$ cat src/sv/assert_macros.svh
// ----------------------------------------------------------------------------
// assert_macros.svh
// concurrent assertion macros shared by the matrix multiply unit
// ----------------------------------------------------------------------------
`ifndef ASSERT_MACROS_SVH
`define ASSERT_MACROS_SVH

// same-cycle implication, checked outside reset
`define ASSERT_IMPLY(lbl, ante, cons, msg) \
  lbl: assert property (@(posedge clk) disable iff (!rst_n) (ante) |-> (cons)) \
    else $error(msg);

// next-cycle implication, checked outside reset
`define ASSERT_NEXT(lbl, ante, cons, msg) \
  lbl: assert property (@(posedge clk) disable iff (!rst_n) (ante) |=> (cons)) \
    else $error(msg);

`endif

$ cat src/sv/mmu_pkg.sv
// ----------------------------------------------------------------------------
// mmu_pkg
// types, constants and helpers of the matrix multiply unit
// ----------------------------------------------------------------------------
`default_nettype none

package mmu_pkg;

  localparam int MAX_DIM     = 8;
  localparam int VALUE_WIDTH = 32;

  localparam int ELEM_W  = 32;
  localparam int FRAC_W  = 16;
  localparam int DIM_W   = 4;
  localparam int POS_W   = 3;
  localparam int IDX_W   = (MAX_DIM > 1) ? $clog2(MAX_DIM) : 1;
  localparam int DEPTH   = MAX_DIM * MAX_DIM;
  localparam int ADDR_W  = $clog2(DEPTH);
  localparam int PROD_W  = 2 * ELEM_W;
  localparam int ACC_W   = PROD_W + $clog2(MAX_DIM) + 1;
  localparam int SH_W    = ACC_W - FRAC_W;
  localparam int SAT_W   = (VALUE_WIDTH < SH_W) ? VALUE_WIDTH : SH_W;

  localparam logic [63:0] SAT_MAX = (64'd1 << (VALUE_WIDTH - 1)) - 64'd1;

  localparam logic [DIM_W-1:0] DIM_RESET = 4'd8;

  localparam logic [1:0] CMD_WRITE_A = 2'd0;
  localparam logic [1:0] CMD_WRITE_B = 2'd1;
  localparam logic [1:0] CMD_COMPUTE = 2'd2;

  localparam logic [1:0] REG_A_ROWS     = 2'd0;
  localparam logic [1:0] REG_INNER_SIZE = 2'd1;
  localparam logic [1:0] REG_B_COLS     = 2'd2;

  typedef enum logic [1:0] {
    ST_IDLE,
    ST_RUN,
    ST_FLUSH
  } mmu_state_t;

  typedef struct packed {
    logic [1:0]              command;
    logic [POS_W-1:0]        row_index;
    logic [POS_W-1:0]        col_index;
    logic signed [ELEM_W-1:0] element_value;
  } mmu_in_t;

  typedef struct packed {
    logic [POS_W-1:0]        out_row;
    logic [POS_W-1:0]        out_col;
    logic signed [ELEM_W-1:0] out_value;
    logic                    saturated;
    logic                    last;
  } mmu_out_t;

  typedef struct packed {
    logic [IDX_W-1:0] row;
    logic [IDX_W-1:0] col;
    logic             first_k;
    logic             last_k;
    logic             last_entry;
  } mmu_tag_t;

  typedef struct packed {
    logic             wr_a;
    logic             wr_b;
    logic             issue;
    logic             advance;
    logic [IDX_W-1:0] k;
    mmu_tag_t         tag;
  } mmu_cmd_t;

  typedef struct packed {
    logic busy;
    logic out_blocked;
  } mmu_status_t;

  function automatic logic [ADDR_W-1:0] elem_addr(int unsigned r, int unsigned c);
    elem_addr = ADDR_W'(r * MAX_DIM + c);
  endfunction

  function automatic logic [IDX_W-1:0] dim_last(logic [DIM_W-1:0] v);
    logic [IDX_W-1:0] res;
    if (v == '0) begin
      res = '0;
    end else if (int'(v) > MAX_DIM) begin
      res = IDX_W'(MAX_DIM - 1);
    end else begin
      res = IDX_W'(v - 4'd1);
    end
    dim_last = res;
  endfunction

endpackage

`default_nettype wire

$ cat src/sv/mmu_ctrl.sv
// ----------------------------------------------------------------------------
// mmu_ctrl
// sequencer: input handshake, dimension registers and product loop counters
// ----------------------------------------------------------------------------
`default_nettype none

module mmu_ctrl (
  input  wire logic                 clk,
  input  wire logic                 rst_n,
  input  wire logic                 in_valid,
  output      logic                 in_stall,
  input  wire mmu_pkg::mmu_in_t     in_data,
  input  wire logic                 cfg_wr_en,
  input  wire logic [1:0]           cfg_index,
  input  wire logic [3:0]           cfg_data,
  output      mmu_pkg::mmu_cmd_t    cmd,
  input  wire mmu_pkg::mmu_status_t status
);

  import mmu_pkg::*;

  mmu_state_t       state_r, state_nxt;
  logic [DIM_W-1:0] a_rows_r, inner_size_r, b_cols_r;
  logic [IDX_W-1:0] i_r, j_r, k_r;
  logic [IDX_W-1:0] i_nxt, j_nxt, k_nxt;
  logic [IDX_W-1:0] last_i, last_j, last_k;
  logic             in_accept;
  logic             end_k, end_j, end_i;

  assign last_i = dim_last(a_rows_r);
  assign last_k = dim_last(inner_size_r);
  assign last_j = dim_last(b_cols_r);

  assign end_k = (k_r == last_k);
  assign end_j = (j_r == last_j);
  assign end_i = (i_r == last_i);

  assign in_accept = in_valid && !in_stall;

  always_ff @(posedge clk) begin
    if (!rst_n) begin
      a_rows_r     <= DIM_RESET;
      inner_size_r <= DIM_RESET;
      b_cols_r     <= DIM_RESET;
    end else if (cfg_wr_en) begin
      case (cfg_index)
        REG_A_ROWS:     a_rows_r     <= cfg_data;
        REG_INNER_SIZE: inner_size_r <= cfg_data;
        REG_B_COLS:     b_cols_r     <= cfg_data;
        default: ;
      endcase
    end
  end

  always_ff @(posedge clk) begin
    if (!rst_n) begin
      state_r <= ST_IDLE;
      i_r     <= '0;
      j_r     <= '0;
      k_r     <= '0;
    end else begin
      state_r <= state_nxt;
      i_r     <= i_nxt;
      j_r     <= j_nxt;
      k_r     <= k_nxt;
    end
  end

  // next state
  always_comb begin
    state_nxt = state_r;
    case (state_r)
      ST_IDLE: begin
        if (in_accept && in_data.command == CMD_COMPUTE) begin
          state_nxt = ST_RUN;
        end
      end
      ST_RUN: begin
        if (cmd.advance && end_k && end_j && end_i) begin
          state_nxt = ST_FLUSH;
        end
      end
      ST_FLUSH: begin
        if (!status.busy) begin
          state_nxt = ST_IDLE;
        end
      end
      default: state_nxt = ST_IDLE;
    endcase
  end

  // outputs and loop counters
  always_comb begin
    in_stall           = 1'b1;
    cmd                = '0;
    cmd.advance        = !status.out_blocked;
    cmd.k              = k_r;
    cmd.tag.row        = i_r;
    cmd.tag.col        = j_r;
    cmd.tag.first_k    = (k_r == '0);
    cmd.tag.last_k     = end_k;
    cmd.tag.last_entry = end_i && end_j;
    i_nxt              = i_r;
    j_nxt              = j_r;
    k_nxt              = k_r;
    case (state_r)
      ST_IDLE: begin
        in_stall = 1'b0;
        cmd.wr_a = in_accept && in_data.command == CMD_WRITE_A;
        cmd.wr_b = in_accept && in_data.command == CMD_WRITE_B;
      end
      ST_RUN: begin
        cmd.issue = cmd.advance;
        if (cmd.advance) begin
          if (!end_k) begin
            k_nxt = k_r + 1'b1;
          end else begin
            k_nxt = '0;
            if (!end_j) begin
              j_nxt = j_r + 1'b1;
            end else begin
              j_nxt = '0;
              i_nxt = end_i ? '0 : i_r + 1'b1;
            end
          end
        end
      end
      ST_FLUSH: ;
      default: ;
    endcase
  end

endmodule

`default_nettype wire

$ cat config.mk
export PLATFORM = sky130hd
export DESIGN_NAME = mmu_ctrl
export DESIGN_NICKNAME = d
export VERILOG_FILES = /design/src/sv/assert_macros.svh /design/src/sv/mmu_pkg.sv /design/src/sv/mmu_ctrl.sv
export SDC_FILE = /design/constraint.sdc
export NUM_CORES = 1
export LEC_CHECK = 0
export BUFFER_PORTS_ARGS = -buffer_cell sky130_fd_sc_hd__clkbuf_2
export CAP_MARGIN = 40
export CORE_MARGIN = 2
export CORE_UTILIZATION = 45
export CTS_CLUSTER_SIZE = 10
export DETAILED_ROUTE_END_ITERATION = 12
export GPL_TIMING_DRIVEN = 1
export HOLD_SLACK_MARGIN = 0.12
export PLACE_DENSITY = 0.77
export REMOVE_ABC_BUFFERS = 1
export SETUP_SLACK_MARGIN = 0.05
export SLEW_MARGIN = 40
export SYNTH_ARGS = -nofsm -noshare
export SYNTH_HDL_FRONTEND = slang
export SYNTH_SLANG_ARGS = --single-unit
export TNS_END_PERCENT = 100
$ cat constraint.sdc
create_clock -name clk -period 5.6 [get_ports clk]
set_input_delay 1.68 -clock clk [delete_from_list [all_inputs] [get_ports clk]]
set_output_delay 1.68 -clock clk [all_outputs]
set_load 0.1 [all_outputs]
==> results by group, run 1 <==
CTS
  – Buffers from clock root to sink, at most: 2
  – Skew-Pair Late Insertion Delay: 310 ps
  – Post-CTS Setup Repair Bufs: 0
  – Number of resized instances in the post-cts repair step: 0
  – Clk pin slew, worst setup/hold paths: 130 ps
  – Total clock buffers created by CTS: 3
  – Clock root buffer: sky130_fd_sc_hd__clkbuf_4
  – Clock sinks: 23
  – Total number of H-tree levels: 1
  – Number of buffers inserted by hold repair at cts: 0
  – CTS tree: yes

Logic synthesis
  – Synth top cells by count: sky130_fd_sc_hd__dfxtp_1 (23), sky130_fd_sc_hd__nor2_1 (21), sky130_fd_sc_hd__inv_1 (16)
  – Share of the synthesized area in the top cell type: 31.3%
  – Number of enable-type register cells in the synthesized netlist: 0
  – Count of mapped cells out of synthesis: 181
  – Primary FF master, synth: sky130_fd_sc_hd__dfxtp_1
  – Async set or reset register ratio after synthesis: 0%
  – Yosys warning total: 0
  – Number of distinct standard cells referenced by the synthesized netlist: 46
  – #FFs+latches synth: 23
  – Share of the yosys chip area belonging to registers: 31.3%
  – Most common cell in the synthesized netlist: sky130_fd_sc_hd__dfxtp_1
  – Cell types with the largest area share after synthesis: sky130_fd_sc_hd__dfxtp_1 (31%), sky130_fd_sc_hd__ha_1 (6.0%), sky130_fd_sc_hd__mux2i_1 (5.4%), sky130_fd_sc_hd__nor2_1 (5.4%), sky130_fd_sc_hd__inv_1 (4.1%)
  – Most area-hungry cell type in the Yosys netlist: sky130_fd_sc_hd__dfxtp_1
  – Average size of a mapped cell: 8.12 µm²
  – Post-synth design cell area: 1470 µm²

Setup path
  – Worst-case reg-to-reg path depth: 8
  – Worst endpoint data arrival time: 2850 ps
  – Cell with the most instances on the worst path: sky130_fd_sc_hd__clkbuf_2
  – Element type at the critical path end: primary output
  – Worst reg2reg path endpoint: i_r[0]
  – Worst-path cell chain: clkbuf_2 > nor2_1 > nand2_1 > clkinv_1 > clkbuf_2
  – Critical Path RT: 3920 ps
  – Buffer and inverter count on the worst path: 3
  – Largest stage delay on the critical path: 460 ps
  – Startpoint of the worst-slack reg-to-reg timing path: inner_size_r[0]
  – Critical path startpoint category: input port
  – WS Path Type: input port to primary output
  – Register-to-register path setup slack: 2990 ps
  – Slowest-stage cell, CP: sky130_fd_sc_hd__clkbuf_2
  – Max FO, Critical Path: 10
  – CP Launch Point: status[0]
  – Category of cells accounting for the largest share of critical-path delay: buffers and inverters

Finish
  – Antenna Diode Count: 0
  – Count of fill cells added during filler insertion: 297
  – Share of the core filled with cells: 54.3%
  – P&R area growth vs syn: 13.6%
  – Final cell area excluding filler cells: 1670 µm²
  – Final net count: 270
  – Number of non-filler instances in the completed layout: 254
  – Fraction of layout instances using a drive strength above 1: 17.1%

Floorplan
  – Area of the die: 3740 µm²
  – Core footprint: 3080 µm²
  – Count of boundary I/O pins: 69
  – Initial Utilization: 47.8%
  – Cell row count: 20
  – Horizontal die dimension: 61.2 µm
  – Die extent in y: 61.2 µm

Hold path
  – Source of the worst hold timing path: k_r[1]
  – Hold Path Cell Cnt: 2
  – Hold crit path type: flop to flop
  – Hold Path End: k_r[1]

Placed design
  – Sum of net half-perimeters after detailed placement: 2240 µm
  – Total instance count after detailed placement: 250
  – Routability Congestion: 0.870
  – Port buffer count: 30
  – Post-Place Cell Area: 1640 µm²

Drt
  – Number of nets still failing antenna checks after routing: 0
  – Drt via density: 5.34
  – First-pass DRT Iterations: 4
  – Total number of vias: 1357
  – Total length of routed wires: 2970 µm
  – Wire length per cell after detailed routing: 11.7 µm
  – Number of violations reported at the end of detailed-routing iteration 0: 55
  – Detailed-route DRC error count: 0

STA
  – Unrepaired setup endpoints after global routing: no
  – Post-route setup TNS: 0 ps
  – Count of final max-slew check failures: 0
  – Relative slew slack: 51.8%
  – Number of hold violations in the final report: 0
  – Largest clock skew in the final design: 3.96 ps
  – Period Utilization, post-route: 80.8%
  – Peak clock frequency supported by timing: 221 MHz
  – Final period demand of the worst path: 4530 ps
  – Transition at the pin with the smallest max-transition slack: 721 ps
  – Number of failing setup endpoints in the final timing report: 0

Pwr
  – Post-layout total power: 0.000332 W
  – Worst ir drop on vdd: 0.0945 mV
  – PD cells: 199 nW/µm²
  – Leakage power of the design: 0.743 nW

GRT
  – Global-route usage over all layers: 17.4%
  – Number of antenna violations at the first check in global routing: 0
  – Largest net degree at the start of global routing: 17
  – Total gr overflow: 0
  – Wire length of the first global-routing pass: 4890 µm
  – Via count of the first global-routing pass: 1142

Job
  – Max-cap violations: 0

Status
  – Outcome: finished clean
[where the power goes]
group          internal, W  leakage (nW)  switching, W
registers         0.000169         0.187    0.00000666
clock network    0.0000278        0.0150     0.0000498
logic            0.0000223         0.541     0.0000571
total             0.000219         0.743      0.000114
[worst max-delay path by stage]
stage / to / slack (ps) / depth (start not counted)
finish: cmd[13] / 1070 / 5
CTS: cmd[13] / 1090 / 5
floorplan: cmd[14] / -10 / 2
detailed placement: cmd[13] / 1090 / 5
global route: cmd[0] / 890 / 8
global placement: cmd[13] / 1090 / 5
[cells in the final DEF, fill, tap and decap left out, drive strengths merged, types with 4 or more instances in the layout]
cell type | netlist | layout
nand3 | 7 | 7
inv | 16 | 16
nand2 | 13 | 13
nor2b | 6 | 6
a31oi | 4 | 4
a21oi | 9 | 9
clkbuf | 2 | 34
o211ai | 4 | 4
dfxtp | 23 | 23
o21ai | 7 | 7
nand2b | 4 | 4
nor2 | 21 | 21
mux2i | 8 | 8
ha | 7 | 7
nand3b | 5 | 5
[layer usage]
metal | GRT usage, % | vias to the layer above | part of all wire [%]
li1 | - | 711 | -
met1 | 22.8 | 615 | 49
met2 | 27.8 | 25 | 46
met3 | 2.52 | 6 | 3.0
met4 | 8.70 | 0 | 1.8
met5 | 0 | - | 0
[state kept, by name (all words and copies together) (netlist names)]
register,flops
i_r,3
b_cols_r,4
a_rows_r,4
inner_size_r,4
state_r,2
k_r,3
j_r,3
[metrics by stage]
stage,setup slack (ps),hold WS (ps)
floorplan,-12.6,463
global placement,1090,477
detailed placement,1090,492
CTS,1090,518
global route,893,527
finish,1070,513
[worst reg2reg max path, stage by stage, from the launching register on]
cell                       delay (ps)
sky130_fd_sc_hd__dfxtp_1          410
sky130_fd_sc_hd__inv_1             80
sky130_fd_sc_hd__ha_1             230
sky130_fd_sc_hd__or3b_2           440
sky130_fd_sc_hd__o211ai_1         100
sky130_fd_sc_hd__a311o_1          190
sky130_fd_sc_hd__nand3_1          280
sky130_fd_sc_hd__or4b_4           630
sky130_fd_sc_hd__o31ai_1          190
[cell families (layout without fill, tap and decap cells)]
group / Yosys count / after routing / synth area share [%]
adders and majority gates: 10 / 10 / 8.00
muxes: 8 / 8 / 5.45
and+or+nand+nor: 77 / 77 / 29.6
AOI/OAI and AO/OA: 38 / 38 / 17.4
buffers and inverters: 22 / 51 / 6.47
xor gates and xnor gates: 3 / 3 / 1.79
DFF: 23 / 23 / 31.3
[area by class of cell]
class	count	area [µm²]	area share, %
sequential	23	460	27.6
multi-input combinational	136	915	54.8
tap	44	55.1	3.30
clock buffer	4	26.3	1.57
timing repair buffer	30	150	8.99
inverter	17	63.8	3.82
No activity file was read; power rests on OpenSTA's default activity.
==> run 2: changes to the inputs <==
- clock period: 5.6 -> 4.43 ns (I/O delays scaled with it)
==> results by group, run 2 (synthesized netlist as in run 1, its figures left out) <==
Pwr
  – Switching fraction of total power: 33.9% (-0.25 points)
  – Clock share of power: 23.0% (-0.4 points)
  – PD cells: 249 nW/µm² (+25%)
  – Worst ir drop on vdd: 0.134 mV (+42%)
  – Post-layout total power: 0.000419 W (+26%)
  – Internal power: 0.000277 W (+27%)
  – Sequential share of power: 52.9% (+0.2 points)
  – Sw power: 0.000142 W (+25%)
  – Leakage power of the design: 0.751 nW (+1.1%)
  – Comb power frac: 24.1% (+0.2 points)

Finish
  – Final net count: 272 (+0.74%)
  – Count of fill cells added during filler insertion: 301 (+1.3%)
  – Leading cell type in the layout, fill and taps excluded: sky130_fd_sc_hd__clkbuf_2
  – Antenna Diode Count: 0 (unchanged)
  – P&R area growth vs syn: 14.6%
  – Fraction of layout instances using a drive strength above 1: 17.9% (+0.78 points)
  – Leading cell types in the layout, fill and taps excluded: sky130_fd_sc_hd__clkbuf_2 (30), sky130_fd_sc_hd__dfxtp_1 (23), sky130_fd_sc_hd__nor2_1 (21), sky130_fd_sc_hd__inv_1 (16), sky130_fd_sc_hd__nand2_1 (13)
  – Largest registers: a_rows_r x4, b_cols_r x4, inner_size_r x4

Drt
  – Total length of routed wires: 2990 µm (+0.81%)
  – Number of violations reported at the end of detailed-routing iteration 0: 29 (-47%)
  – Wire length per cell after detailed routing: 11.7 µm (about the same)
  – Detailed-route DRC error count: 0 (unchanged)
  – Total number of vias: 1368 (+0.81%)
  – First-pass DRT Iterations: 4 (unchanged)
  – Drt via density: 5.34 (about the same)
  – Number of nets still failing antenna checks after routing: 0 (unchanged)

Floorplan
  – Die extent in y: 61.2 µm (unchanged)
  – Count of boundary I/O pins: 69 (unchanged)
  – Area of the die: 3740 µm² (unchanged)
  – Initial Utilization: 47.8% (unchanged)
  – Core footprint: 3080 µm² (unchanged)
  – Cell row count: 20 (unchanged)
  – Horizontal die dimension: 61.2 µm (unchanged)

GRT
  – Global-route usage over all layers: 17.0% (-0.37 points)
  – Total gr overflow: 0 (unchanged)
  – Wire length of the first global-routing pass: 4840 µm (-1.0%)
  – Largest net degree at the start of global routing: 17 (unchanged)
  – Via count of the first global-routing pass: 1159 (+1.5%)
  – Number of antenna violations at the first check in global routing: 0 (unchanged)

STA
  – Min setup slack post-route: 301 ps (-772 ps)
  – Number of hold violations in the final report: 0 (unchanged)
  – Peak clock frequency supported by timing: 242 MHz
  – Unrepaired setup endpoints after global routing: no
  – Largest clock skew in the final design: 7.06 ps (+3.10 ps)
  – Final period demand of the worst path: 4130 ps
  – Transition at the pin with the smallest max-transition slack: 737 ps (+16.0 ps)
  – Number of failing setup endpoints in the final timing report: 0 (unchanged)
  – Period Utilization, post-route: 93.2%
  – Relative slew slack: 50.8% (-1.1 points)
  – Count of final max-slew check failures: 0 (unchanged)

Setup path
  – Largest stage delay on the critical path: 620 ps (+160 ps)
  – Category of cells accounting for the largest share of critical-path delay: simple AND/OR/NAND/NOR gates
  – Worst-case reg-to-reg path depth: 9 (+1)
  – Buffer and inverter count on the worst path: 2 (-1)
  – CP Launch Point: a_rows_r[0]
  – Startpoint of the worst-slack reg-to-reg timing path: inner_size_r[0]
  – Worst endpoint data arrival time: 2800 ps (-50 ps)
  – Worst-path cell chain: inv_1 > ha_1 > nand2_1 > or4b_2 > a31oi_1 > o31ai_1 > nor2_1 > clkbuf_2
  – WS Path Type: flop to primary output
  – Crit path depth: 8 (+3)
  – Register-to-register path setup slack: 1950 ps (-1040 ps)
  – Worst reg2reg path endpoint: i_r[1]
  – Critical Path RT: 3100 ps (-820 ps)
  – Slowest-stage cell, CP: sky130_fd_sc_hd__or4b_2
  – Max FO, Critical Path: 5 (-5)
  – Worst setup path endpoint: cmd[0]
  – Critical path startpoint category: flop
  – Element type at the critical path end: primary output

Job
  – Max-cap violations: 0 (unchanged)

Placed design
  – Routability Congestion: 0.843 (-3.1%)
  – Port buffer count: 30 (unchanged)
  – Dpl ws: 655 ps (-438 ps)
  – Sum of net half-perimeters after detailed placement: 2300 µm (+2.9%)

CTS
  – CTS tree: yes
  – Total clock buffers created by CTS: 3 (unchanged)
  – Clock root buffer: sky130_fd_sc_hd__clkbuf_4
  – Skew-Pair Late Insertion Delay: 300 ps (about the same)
  – Post-CTS Setup Repair Bufs: 0 (unchanged)
  – Total number of H-tree levels: 1 (unchanged)
  – Clock sinks: 23 (unchanged)
  – Number of buffers inserted by hold repair at cts: 0 (unchanged)
  – Buffers from clock root to sink, at most: 2 (unchanged)
  – Number of resized instances in the post-cts repair step: 0 (unchanged)
  – Clk pin slew, worst setup/hold paths: 130 ps (about the same)

Status
  – Outcome: finished clean

Hold path
  – Hold crit path type: flop to flop
-- run 2: cell types whose count changed in the layout (fill, tap and decap cells not counted) --
cell                    before  now
sky130_fd_sc_hd__buf_4       0    2
-- run 2: power groups by stage --
stage,Clock (W),Sequential (W),Combinational [W]
final,0.0000963,0.000222,0.000101
after global routing,0.000108,0.000223,0.000110
after global placement,0,0.000226,0.000100
after detailed placement,0,0.000226,0.000101
after CTS,0.0000996,0.000222,0.000101
after floorplan,0,0.000240,0.0000641
-- run 2: layer usage --
metal / vias up / track usage, % / share of wire (%)
met4: 0 / 6.21 / 0.47
met2: 25 / 27.8 / 47
met1: 623 / 22.6 / 48
li1: 718 / - / -
met3: 2 / 2.73 / 3.6
met5: - / 0 / 0
-- run 2: through the flow --
step | cell area (µm²) | TNS, ps | hold WS, ps | util, % | instances
2_1_floorplan | 1440 | -807 | 463 | - | 176
3_3_place_gp | 1660 | 0 | 477 | 53.9 | 252
3_5_place_dp | 1660 | 0 | 500 | 53.9 | 252
4_1_cts | 1690 | 0 | 528 | 54.8 | 256
5_1_grt | 1690 | 0 | 563 | 54.8 | 256
6_report | 1690 | 0 | 519 | 54.8 | 256
-- run 2: layout make-up --
type                            instances  area [µm²]  share of cell area [%]
Timing Repair Buffer                   32         165                    9.80
Multi-Input combinational cell        136         915                    54.3
Sequential cell                        23         460                    27.3
Inverter                               17        63.8                    3.79
Tap cell                               44        55.1                    3.27
Clock buffer                            4        26.3                    1.56
-- run 2: worst min-delay path, cell delays in order (launching register included) --
cell and delay, ps:
sky130_fd_sc_hd__dfxtp_1 360, sky130_fd_sc_hd__nand2_1 60, sky130_fd_sc_hd__a21oi_1 60
-- run 2: worst min path at each step --
| stage | startpoint | endpoint | slack [ps] | cells after the start |
|---|---|---|---|---|
| floorplan | b_cols_r[1] | b_cols_r[1] | 460 | 2 |
| global placement | k_r[1] | k_r[1] | 480 | 2 |
| detailed placement | b_cols_r[1] | b_cols_r[1] | 500 | 2 |
| CTS | k_r[1] | k_r[1] | 530 | 2 |
| global route | inner_size_r[1] | inner_size_r[1] | 560 | 2 |
| finish | k_r[1] | k_r[1] | 520 | 2 |
==> run 3: changes to the inputs <==
- CELL_PAD_IN_SITES_DETAIL_PLACEMENT: default -> 0
- CELL_PAD_IN_SITES_GLOBAL_PLACEMENT: default -> 2
- CORE_MARGIN: 2 -> 5
- CORE_UTILIZATION: 45 -> 25
- PLACE_DENSITY: 0.77 -> 0.79
==> results by group, run 3 (synthesized netlist as in run 1, its figures left out) <==
Setup path
  – Worst-path cell chain: inv_1 > ha_1 > nand2_1 > or4b_2 > a31oi_1 > o31ai_1 > nor2_1 > clkbuf_2
  – Worst endpoint data arrival time: 2730 ps (-70 ps)
  – Largest stage delay on the critical path: 610 ps (about the same)
  – Element type at the critical path end: primary output
  – Critical Path RT: 3100 ps (about the same)
  – Buffer and inverter count on the worst path: 2 (unchanged)
  – Critical path startpoint category: flop
  – Category of cells accounting for the largest share of critical-path delay: simple AND/OR/NAND/NOR gates
  – Max FO, Critical Path: 5 (unchanged)
  – Slowest-stage cell, CP: sky130_fd_sc_hd__or4b_2
  – WS Path Type: flop to primary output

GRT
  – Total gr overflow: 0 (unchanged)
  – Most Used Layer, Global Route: met2
  – Via count of the first global-routing pass: 1316 (+14%)
  – Number of antenna violations at the first check in global routing: 0 (unchanged)
  – Wire length of the first global-routing pass: 5980 µm (+24%)
  – Largest net degree at the start of global routing: 17 (unchanged)
  – Global-route usage over all layers: 9.72% (-7.3 points)
  – Grt met1 use: 12.9% (-9.8 points)
  – Met2 global-route usage: 15.9% (-12 points)
  – Global routing met3 resource utilization: 1.05% (-1.7 points)

Drt
  – Drt via density: 4.77 (-11%)
  – First-pass DRT Iterations: 4 (unchanged)
  – Total number of vias: 1375 (+0.51%)
  – Number of violations reported at the end of detailed-routing iteration 0: 45 (+55%)
  – Wire length per cell after detailed routing: 12.0 µm (+2.3%)
  – Total length of routed wires: 3450 µm (+15%)
  – Detailed-route DRC error count: 0 (unchanged)
  – Number of nets still failing antenna checks after routing: 0 (unchanged)

Floorplan
  – Horizontal die dimension: 86.7 µm (+42%)
  – Die extent in y: 86.7 µm (+42%)
  – Core footprint: 5820 µm² (+89%)
  – Initial Utilization: 25.3% (-22 points)
  – Area of the die: 7510 µm² (+100%)
  – Cell row count: 28 (+40%)
  – Count of boundary I/O pins: 69 (unchanged)

STA
  – Count of final max-slew check failures: 0 (unchanged)
  – Peak clock frequency supported by timing: 246 MHz (+1.7%)
  – Post-route setup TNS: 0 ps (unchanged)
  – Final period demand of the worst path: 4060 ps (-69.4 ps)
  – Largest clock skew in the final design: 4.27 ps (-2.79 ps)
  – Relative slew slack: 63.8% (+13 points)
  – Worst Hold Slack: 501 ps (-17.4 ps)
  – Number of failing setup endpoints in the final timing report: 0 (unchanged)
  – Period Utilization, post-route: 91.6% (-1.6 points)
  – Unrepaired setup endpoints after global routing: no
  – Transition at the pin with the smallest max-transition slack: 545 ps (-192 ps)
  – Number of hold violations in the final report: 0 (unchanged)

CTS
  – Clock root buffer: sky130_fd_sc_hd__clkbuf_8
  – Clock sinks: 23 (unchanged)
  – Skew-Pair Late Insertion Delay: 270 ps (-30 ps)
  – Post-CTS Setup Repair Bufs: 0 (unchanged)
  – Number of resized instances in the post-cts repair step: 0 (unchanged)
  – Buffers from clock root to sink, at most: 2 (unchanged)
  – Total clock buffers created by CTS: 3 (unchanged)
  – Clk pin slew, worst setup/hold paths: 80 ps (-50 ps)
  – Total number of H-tree levels: 1 (unchanged)
  – CTS tree: yes
  – Number of buffers inserted by hold repair at cts: 0 (unchanged)

Pwr
  – Worst ir drop on vdd: 0.0980 mV (-27%)
  – Post-layout total power: 0.000457 W (+9.0%)
  – PD cells: 260 nW/µm² (+4.7%)
  – Leakage power of the design: 0.766 nW (+2.0%)

Finish
  – Final net count: 273 (+0.37%)
  – P&R area growth vs syn: 19.4%
  – Leading cell type in the layout, fill and taps excluded: sky130_fd_sc_hd__clkbuf_2
  – Leading cell types in the layout, fill and taps excluded: sky130_fd_sc_hd__clkbuf_2 (30), sky130_fd_sc_hd__dfxtp_1 (23), sky130_fd_sc_hd__nor2_1 (21), sky130_fd_sc_hd__inv_1 (16), sky130_fd_sc_hd__nand2_1 (13)
  – Share of the core filled with cells: 30.2% (-25 points)
  – Count of fill cells added during filler insertion: 662 (+120%)
  – Largest registers: a_rows_r x4, b_cols_r x4, inner_size_r x4
  – Fraction of layout instances using a drive strength above 1: 18.8% (+0.85 points)
  – Antenna Diode Count: 0 (unchanged)

Placed design
  – Port buffer count: 30 (unchanged)
  – Sum of net half-perimeters after detailed placement: 2690 µm (+17%)
  – Routability Congestion: 0.725 (-14%)

Job
  – Max-cap violations: 0 (unchanged)

Status
  – Outcome: finished clean

Hold path
  – Hold crit path type: flop to flop
run 3: per-stage QoR:
| stage | instance area, µm² | cells | worst slack, ps |
|---|---|---|---|
| after CTS | 1750 | 288 | 351 |
| final | 1760 | 288 | 370 |
| after detailed placement | 1710 | 284 | 662 |
| after floorplan | 1440 | 176 | -481 |
| after global routing | 1760 | 288 | 144 |
| after global placement | 1710 | 284 | 656 |
run 3: worst reg2reg max path: stages (launching register included):
cell and delay, ps:
sky130_fd_sc_hd__dfxtp_1 390, sky130_fd_sc_hd__inv_1 80, sky130_fd_sc_hd__ha_1 230, sky130_fd_sc_hd__or3b_2 440
sky130_fd_sc_hd__o211ai_1 110, sky130_fd_sc_hd__a311o_1 190, sky130_fd_sc_hd__nand3_1 100, sky130_fd_sc_hd__buf_4 190
sky130_fd_sc_hd__or4b_4 530, sky130_fd_sc_hd__o31ai_1 190
run 3: area by class of cell:
cell class / instances / area, µm² / share of cell area [%]
flip-flops and latches: 23 / 460 / 26.2
inverters: 17 / 63.8 / 3.64
multi-input cells: 136 / 920 / 52.4
repair buffers: 33 / 173 / 9.84
clock buffers: 4 / 45.0 / 2.57
well taps: 75 / 93.8 / 5.35
run 3: path summary, 6_finish.rpt:
path / endpoint / cells past startpoint / slack, ps / startpoint
worst max-delay path: cmd[0] / 8 / 370 / a_rows_r[0]
worst min-delay path: b_cols_r[1] / 2 / 500 / b_cols_r[1]
worst max register to register: i_r[0] / 9 / 1900 / inner_size_r[0]
worst min register to register: b_cols_r[1] / 2 / 500 / b_cols_r[1]
run 3: per-layer routing:
layer | vias up | share of wire (%)
met2 | 21 | 46
met3 | 4 | 2.5
met1 | 630 | 50
li1 | 720 | -
met5 | - | 0
met4 | 0 | 1.5
run 3: where the power goes:
group / switching (W) / internal (W) / total [W]
registers: 0.00000859 / 0.000213 / 0.000222
logic: 0.0000735 / 0.0000293 / 0.000103
clock network: 0.0000686 / 0.0000643 / 0.000133
